===== config.mk =====
export PLATFORM = sky130hd
export DESIGN_NAME = event_timer_single_comparator
export DESIGN_NICKNAME = d
export VERILOG_FILES = /design/src/rtl/evt_tmr_pkg.sv /design/src/rtl/event_timer_single_comparator.sv
export SDC_FILE = /design/constraint.sdc
export NUM_CORES = 1
export LEC_CHECK = 0
export ABC_CLOCK_PERIOD_IN_PS = 4000
export BUFFER_PORTS_ARGS = -buffer_cell sky130_fd_sc_hd__buf_2
export CORE_MARGIN = 2
export CORE_UTILIZATION = 45
export CTS_BUF_LIST = sky130_fd_sc_hd__clkbuf_4
export CTS_CLUSTER_SIZE = 10
export DETAILED_ROUTE_END_ITERATION = 16
export PLACE_DENSITY = 0.67
export SLEW_MARGIN = 5
export SYNTH_ARGS = -nofsm -noshare
export SYNTH_HDL_FRONTEND = slang
export SYNTH_SLANG_ARGS = --single-unit

===== constraint.sdc =====
create_clock -name aclk -period 4 [get_ports aclk]
set_input_delay 0.2 -clock aclk [delete_from_list [all_inputs] [get_ports aclk]]
set_output_delay 0.2 -clock aclk [all_outputs]
set_load 0.05 [all_outputs]

===== src/rtl/evt_tmr_pkg.sv =====
`timescale 1ns / 1ps
// ----------------------------------------------------------------------------
// Event timer package
// Register offsets, bit positions, operation codes and reset values shared by
// the single-comparator event timer.
// ----------------------------------------------------------------------------
package evt_tmr_pkg;

    // Operation carried with each input transaction.
    typedef enum logic [1:0] {
        OP_TICK  = 2'd0,
        OP_READ  = 2'd1,
        OP_WRITE = 2'd2,
        OP_NONE  = 2'd3
    } op_t;

    // Byte offsets of the 64-bit timer registers.
    localparam logic [8:0] OFS_ID       = 9'h000;
    localparam logic [8:0] OFS_GCONFIG  = 9'h010;
    localparam logic [8:0] OFS_STATUS   = 9'h020;
    localparam logic [8:0] OFS_COUNTER  = 9'h0F0;
    localparam logic [8:0] OFS_T0CONFIG = 9'h100;
    localparam logic [8:0] OFS_T0COMP   = 9'h108;
    localparam logic [8:0] OFS_T0ROUTE  = 9'h110;

    // Bit positions within the configuration registers.
    localparam int BIT_CNT_EN    = 0;
    localparam int BIT_LEG_RT    = 1;
    localparam int BIT_STATUS    = 0;
    localparam int BIT_T_INT_EN  = 2;
    localparam int BIT_T_MSG_EN  = 14;
    localparam int BIT_T_MSG_CAP = 15;

    // Field widths.
    localparam int PERIOD_W  = 27;
    localparam int OFFSET_W  = 9;
    localparam int DATA_W    = 64;
    localparam int MADDR_W   = 32;
    localparam int MDATA_W   = 16;
    localparam int S_TDATA_W = 80;
    localparam int M_TDATA_W = 120;

    // Configuration port indexes (word addresses).
    typedef enum logic {
        CFG_PERIOD = 1'b0,
        CFG_MSGCAP = 1'b1
    } cfg_idx_t;

    localparam logic [PERIOD_W-1:0] PERIOD_RESET = 27'd69841279;

endpackage


===== src/rtl/event_timer_single_comparator.sv =====
`timescale 1ns / 1ps
// ----------------------------------------------------------------------------
// Event timer with one comparator
// Main counter, comparator and message route behind a 64-bit register map,
// driven by a stream of tick, read and write transactions.
// ----------------------------------------------------------------------------
// Each input transaction is a clock tick, a register read or a register write;
// each one yields exactly one result transaction. While the result side keeps
// taking them, the block takes one transaction per cycle: an input register
// feeds a single pass of logic (one 64-bit increment and compare against the
// comparator) that updates the timer state and loads the result register. A
// result is offered once its transaction has passed the input register and
// been loaded into the result register; when the result side stalls, the
// two registers fill and the input side stalls with it. The APB port sets
// the reported tick period (address 0) and the message-capable bit (address 4)
// and should be written only while no transaction is in flight.
module event_timer_single_comparator
    import evt_tmr_pkg::*;
(
    input  logic                  aclk,
    input  logic                  aresetn,

    // Input stream.
    input  logic                  s_tvalid,
    output logic                  s_tready,
    input  logic [S_TDATA_W-1:0]  s_tdata,   // [8:0] offset, [72:9] write_data, zero pad
    input  logic [1:0]            s_tuser,   // [1:0] operation

    // Result stream.
    output logic                  m_tvalid,
    input  logic                  m_tready,
    output logic [M_TDATA_W-1:0]  m_tdata,   // [63:0] read_data, [64] legacy_irq,
                                             // [65] message_fire, [97:66] message_address,
                                             // [113:98] message_data, zero pad

    // Configuration port.
    input  logic                  psel,
    input  logic                  penable,
    input  logic                  pwrite,
    input  logic [2:0]            paddr,
    input  logic [31:0]           pwdata,
    output logic [31:0]           prdata,
    output logic                  pready
);

    // Configuration registers.
    logic [PERIOD_W-1:0] period_reg;
    logic                msg_cap_reg;

    // Timer state.
    logic [DATA_W-1:0]   counter_reg,    counter_next;
    logic                cnt_en_reg,     cnt_en_next;
    logic                leg_rt_reg,     leg_rt_next;
    logic                status_reg,     status_next;
    logic                int_en_reg,     int_en_next;
    logic                msg_en_reg,     msg_en_next;
    logic [DATA_W-1:0]   comp_reg,       comp_next;
    logic [DATA_W-1:0]   route_reg,      route_next;

    // Input register.
    logic                in_vld_reg;
    op_t                 in_op_reg;
    logic [OFFSET_W-1:0] in_ofs_reg;
    logic [DATA_W-1:0]   in_wd_reg;

    // Result register.
    logic                out_vld_reg;
    logic [DATA_W-1:0]   rd_reg,         rd_next;
    logic                leg_irq_reg,    leg_irq_next;
    logic                msg_fire_reg,   msg_fire_next;
    logic [MADDR_W-1:0]  maddr_reg,      maddr_next;
    logic [MDATA_W-1:0]  mdata_reg,      mdata_next;

    logic                out_free;
    logic                advance;
    logic                cfg_wr;
    logic [DATA_W-1:0]   cnt_inc;
    logic                cfg_idx;

    // Handshake: the input register moves on whenever the result register is free.
    assign out_free = !out_vld_reg || m_tready;
    assign advance  = in_vld_reg && out_free;
    assign s_tready = !in_vld_reg || out_free;

    // Configuration port.
    assign pready  = 1'b1;
    assign cfg_wr  = psel && penable && pwrite && pready;
    assign cfg_idx = paddr[2];

    always_comb begin
        prdata = '0;
        case (cfg_idx_t'(cfg_idx))
            CFG_PERIOD: prdata = {{(32-PERIOD_W){1'b0}}, period_reg};
            CFG_MSGCAP: prdata = {31'd0, msg_cap_reg};
            default:    prdata = '0;
        endcase
    end

    always_ff @(posedge aclk) begin
        if (!aresetn) begin
            period_reg  <= PERIOD_RESET;
            msg_cap_reg <= 1'b1;
        end else if (cfg_wr) begin
            if (cfg_idx_t'(cfg_idx) == CFG_PERIOD) begin
                period_reg <= pwdata[PERIOD_W-1:0];
            end else begin
                msg_cap_reg <= pwdata[0];
            end
        end
    end

    // Input register: capture each accepted transaction.
    always_ff @(posedge aclk) begin
        if (!aresetn) begin
            in_vld_reg <= 1'b0;
        end else if (s_tready) begin
            in_vld_reg <= s_tvalid;
        end
    end

    always_ff @(posedge aclk) begin
        if (s_tvalid && s_tready) begin
            in_op_reg  <= op_t'(s_tuser);
            in_ofs_reg <= s_tdata[OFFSET_W-1:0];
            in_wd_reg  <= s_tdata[OFFSET_W+DATA_W-1:OFFSET_W];
        end
    end

    assign cnt_inc = counter_reg + 64'd1;

    // Single pass: state update and result for the transaction in the input register.
    always_comb begin
        counter_next  = counter_reg;
        cnt_en_next   = cnt_en_reg;
        leg_rt_next   = leg_rt_reg;
        status_next   = status_reg;
        int_en_next   = int_en_reg;
        msg_en_next   = msg_en_reg;
        comp_next     = comp_reg;
        route_next    = route_reg;
        rd_next       = '0;
        leg_irq_next  = 1'b0;
        msg_fire_next = 1'b0;
        maddr_next    = '0;
        mdata_next    = '0;

        case (in_op_reg)
            OP_TICK: begin
                if (cnt_en_reg) begin
                    counter_next = cnt_inc;
                    if (cnt_inc == comp_reg && int_en_reg) begin
                        status_next = 1'b1;
                        if (msg_en_reg && msg_cap_reg) begin
                            msg_fire_next = 1'b1;
                            maddr_next    = route_reg[DATA_W-1:DATA_W-MADDR_W];
                            mdata_next    = route_reg[MDATA_W-1:0];
                        end else begin
                            leg_irq_next = 1'b1;
                        end
                    end
                end
            end
            OP_READ: begin
                unique case (in_ofs_reg)
                    OFS_ID:       rd_next = {{(32-PERIOD_W){1'b0}}, period_reg, 32'd0};
                    OFS_GCONFIG: begin
                        rd_next[BIT_CNT_EN] = cnt_en_reg;
                        rd_next[BIT_LEG_RT] = leg_rt_reg;
                    end
                    OFS_STATUS:   rd_next[BIT_STATUS] = status_reg;
                    OFS_COUNTER:  rd_next = counter_reg;
                    OFS_T0CONFIG: begin
                        rd_next[BIT_T_INT_EN]  = int_en_reg;
                        rd_next[BIT_T_MSG_EN]  = msg_en_reg;
                        rd_next[BIT_T_MSG_CAP] = msg_cap_reg;
                    end
                    OFS_T0COMP:   rd_next = comp_reg;
                    OFS_T0ROUTE:  rd_next = route_reg;
                    default:      rd_next = '0;
                endcase
            end
            OP_WRITE: begin
                unique case (in_ofs_reg)
                    OFS_GCONFIG: begin
                        cnt_en_next = in_wd_reg[BIT_CNT_EN];
                        leg_rt_next = in_wd_reg[BIT_LEG_RT];
                    end
                    OFS_STATUS: begin
                        // Write one to clear.
                        if (in_wd_reg[BIT_STATUS]) begin
                            status_next = 1'b0;
                        end
                    end
                    OFS_COUNTER:  counter_next = in_wd_reg;
                    OFS_T0CONFIG: begin
                        int_en_next = in_wd_reg[BIT_T_INT_EN];
                        msg_en_next = in_wd_reg[BIT_T_MSG_EN];
                    end
                    OFS_T0COMP:   comp_next  = in_wd_reg;
                    OFS_T0ROUTE:  route_next = in_wd_reg;
                    default:      ;
                endcase
            end
            default: ;
        endcase
    end

    // Timer state commits as the transaction moves into the result register.
    always_ff @(posedge aclk) begin
        if (!aresetn) begin
            counter_reg <= '0;
            cnt_en_reg  <= 1'b0;
            leg_rt_reg  <= 1'b0;
            status_reg  <= 1'b0;
            int_en_reg  <= 1'b0;
            msg_en_reg  <= 1'b0;
            comp_reg    <= '1;
            route_reg   <= '0;
        end else if (advance) begin
            counter_reg <= counter_next;
            cnt_en_reg  <= cnt_en_next;
            leg_rt_reg  <= leg_rt_next;
            status_reg  <= status_next;
            int_en_reg  <= int_en_next;
            msg_en_reg  <= msg_en_next;
            comp_reg    <= comp_next;
            route_reg   <= route_next;
        end
    end

    // Result register.
    always_ff @(posedge aclk) begin
        if (!aresetn) begin
            out_vld_reg <= 1'b0;
        end else if (out_free) begin
            out_vld_reg <= in_vld_reg;
        end
    end

    always_ff @(posedge aclk) begin
        if (advance) begin
            rd_reg       <= rd_next;
            leg_irq_reg  <= leg_irq_next;
            msg_fire_reg <= msg_fire_next;
            maddr_reg    <= maddr_next;
            mdata_reg    <= mdata_next;
        end
    end

    assign m_tvalid = out_vld_reg;
    assign m_tdata  = {{(M_TDATA_W-DATA_W-2-MADDR_W-MDATA_W){1'b0}},
                       mdata_reg, maddr_reg, msg_fire_reg, leg_irq_reg, rd_reg};

endmodule


==> impl_metrics.tcl <==
set metrics [dict create \
    outcome "completed" \
    drive_gt1_share_pct 22.94 \
    first_pass_iters 7 \
    post_cts_buffers 0 \
    gr-total-overflow 0 \
    cp.arrival_ps 4460 \
    fin_skew_ps 84.36 \
    ys_types 72 \
    rows 78 \
    drt-wirelength-per-cell_um 22.19 \
    area_growth_pct 30.95 \
    mostFrequentLayoutCells "440 x nand2_1, 252 x buf_2, 239 x dlygate4sd3_1" \
    die_area_sq_mm 0.04706 \
    place_hpwl_um 51740 \
    critPathMaxFanout 30 \
    die_width_um 216.9 \
    cts_max_level 3 \
    fin_util_pct 59.25 \
    synthFlopType "dfxtp_1" \
    drc 0 \
    multi_input_area_sq_mm 0.009166 \
    whs_endpoint "in_wd_reg[59]" \
    grt_pass1_wl_um 118600 \
    hold_ws_ps 101.3 \
    seq_area_sq_mm 0.01022 \
    hold_depth 2 \
    maxSlewViolCount 0 \
    numCtsBuffers 110 \
    critPathKind "flop to flop" \
    synth_edf_count 189 \
    clkTransAtPathRegs_ps 70 \
    final_common_cell "nand2_1" \
    gp_congestion 1.010 \
    final-setup-viol-count 0 \
    ir_worst_vdd_v 0.0002311 \
    final.min_clock_period_ps 3767 \
    core_area_sq_mm 0.04509 \
    fin_crit_sh_pct 94.18 \
    worstHoldStart "s_tdata[68]" \
    p_leak_uw 0.009459 \
    grt_usage_pct 32.68 \
    worstSkewPairLatency_ps 930 \
    ys_seq_area_share_pct 50.09 \
    drt_iter0_drc 2331 \
    avgSynthCellArea_sq_um 8.909 \
    hold_violations 0 \
    clock_sinks 416 \
    vias 20345 \
    dieHeight_um 216.9 \
    grt_max_degree 78 \
    async_flop_share_pct 0 \
    nets 2949 \
    fin_tns_setup_ps 0 \
    synth_warnings 0 \
    worst_pin_slew_ps 1264 \
    r2r_slack_ps 230 \
    ff2ff_path_depth 12 \
    endpoint_kind "flop" \
    ys_ff_latch 416 \
    worstReg2RegEnd "mdata_reg[3]" \
    cap_violations 0 \
    worst_ep_required_time_ps 4690 \
    port_buffers 252 \
    max_slew_margin_pct 15.66 \
    root_buffer "clkbuf_4" \
    avgViaCountPerCell 5.768 \
    max_freq_mhz 265.4 \
    syn_area_sq_mm 0.02040 \
    nFillCells 3855 \
    pin_count 279 \
    power.density_mw_per_mm2 355.0 \
    hp-class "primary input to flop" \
    start_util_pct 45.25 \
    grt_pass1_vias 19869 \
    cts_tree "yes" \
    rsz0062_at_grt "false" \
    r2r_start "counter_reg[2]" \
    critPathLaunchType "flop" \
    wirelength_um 78250 \
    synthCells 2290 \
    antenna_found_initial 4 \
    finalInstanceArea_sq_mm 0.02672 \
    placed_area_sq_mm 0.02270 \
    ant_nets 0 \
    clockBufferDepth 3 \
]
==> cell families after synthesis <==
logic type	Yosys count	share of synthesized area, %
AO/OA/AOI/OAI	438	13.75
XOR/XNOR	89	3.821
adder cells (fa/ha/maj)	1	0.06132
buffers and inverters	275	5.642
flip-flops	416	50.09
multiplexers	12	0.6133
other	2	0.03681
AND/OR/NAND/NOR	1057	25.98
==> cells in the mapped netlist, types with 4 or more instances <==
cell type / instances / area, sq um
nand2_1: 442 / 1659
dfxtp_1: 227 / 4544
a21oi_1: 203 / 1016
edfxtp_1: 189 / 5675
nor2_1: 162 / 608.1
clkbuf_1: 151 / 566.8
nand3_1: 115 / 575.6
o21ai_0: 71 / 355.3
a222oi_1: 64 / 640.6
nand4_1: 63 / 394.1
xnor2_1: 63 / 551.8
inv_1: 59 / 221.5
nor4_1: 50 / 312.8
nor3_1: 44 / 220.2
nor4_2: 42 / 525.5
nor2b_1: 36 / 225.2
buf_2: 30 / 150.1
xor2_1: 26 / 227.7
buf_4: 18 / 135.1
and3_1: 16 / 100.1
a211oi_1: 15 / 112.6
and4_1: 14 / 122.6
a22oi_1: 13 / 97.59
a31oi_1: 12 / 75.07
and2_1: 11 / 68.82
o31ai_1: 11 / 82.58
or3_1: 11 / 68.82
buf_1: 10 / 37.54
or4_1: 10 / 75.07
mux2i_1: 8 / 80.08
o22ai_1: 8 / 50.05
nand2b_1: 7 / 43.79
nor3b_1: 7 / 52.55
or2_2: 6 / 37.54
clkbuf_2: 5 / 25.02
nor4b_1: 5 / 43.79
mux2_2: 4 / 45.04
o21a_1: 4 / 30.03
==> repair_timing <==
| item | CTS | global route |
|---|---|---|
| gates resized for setup | 2 | 6 |
| gates cloned | 0 | 0 |
| hold buffers | 239 | 0 |
| setup endpoints to repair | 5 | 38 |
| pin swaps | 0 | 1 |
| endpoints found under the hold margin | 239 | 0 |
==> per-stage QoR <==
step / instances / worst slack (ps) / total power, uW
2_1_floorplan: 2300 / 246.1 / 5056
3_3_place_gp: 3073 / 119.2 / 5241
5_1_grt: 3527 / 39.72 / 9819
6_report: 3527 / 232.7 / 9485
3_5_place_dp: 3073 / 66.57 / 5247
4_1_cts: 3521 / 165.2 / 9509
==> power by group <==
part	internal [uW]	switching (uW)	total, uW
registers	4540	78.4	4620
clock network	2240	1900	4150
logic	256	462	718
==> worst max path at each step <==
stage | from | to
floorplan | m_tvalid | comp_reg[10]
global placement | counter_reg[1] | msg_fire_reg
detailed placement | counter_reg[2] | maddr_reg[21]
CTS | counter_reg[1] | msg_fire_reg
global route | counter_reg[26] | maddr_reg[27]
finish | counter_reg[2] | mdata_reg[3]
==> per-layer routing <==
layer | up-vias | wire (um) | GRT usage [%]
met2 | 966 | 36490 | 52.78
met5 | - | 0 | 0
met4 | 0 | 2001 | 10.53
li1 | 9378 | - | -
met3 | 132 | 5692 | 5.730
met1 | 9869 | 34070 | 44.65
==> critical path, stage by stage, from the launching register on <==
cell,delay [ps]
dfxtp_1,540
nand4_1,340
nor3_1,350
buf_4,250
nand4_1,230
buf_4,250
nor3_1,180
buf_4,180
o21ai_0,70
nor4_1,310
nand4_1,270
buf_12,270
nor4_1,290
==> layout make-up <==
cell class                 count  share of cell area [%]
antenna                        6                 0.05620
clock buffer                 181                   5.086
clock inverter                28                  0.7821
inverter                      60                  0.8664
multi-input combinational   1609                   34.31
sequential                   416                   38.25
tap                          600                   2.810
timing repair buffer         627                   17.84
Power figures use the tool's default switching activity.
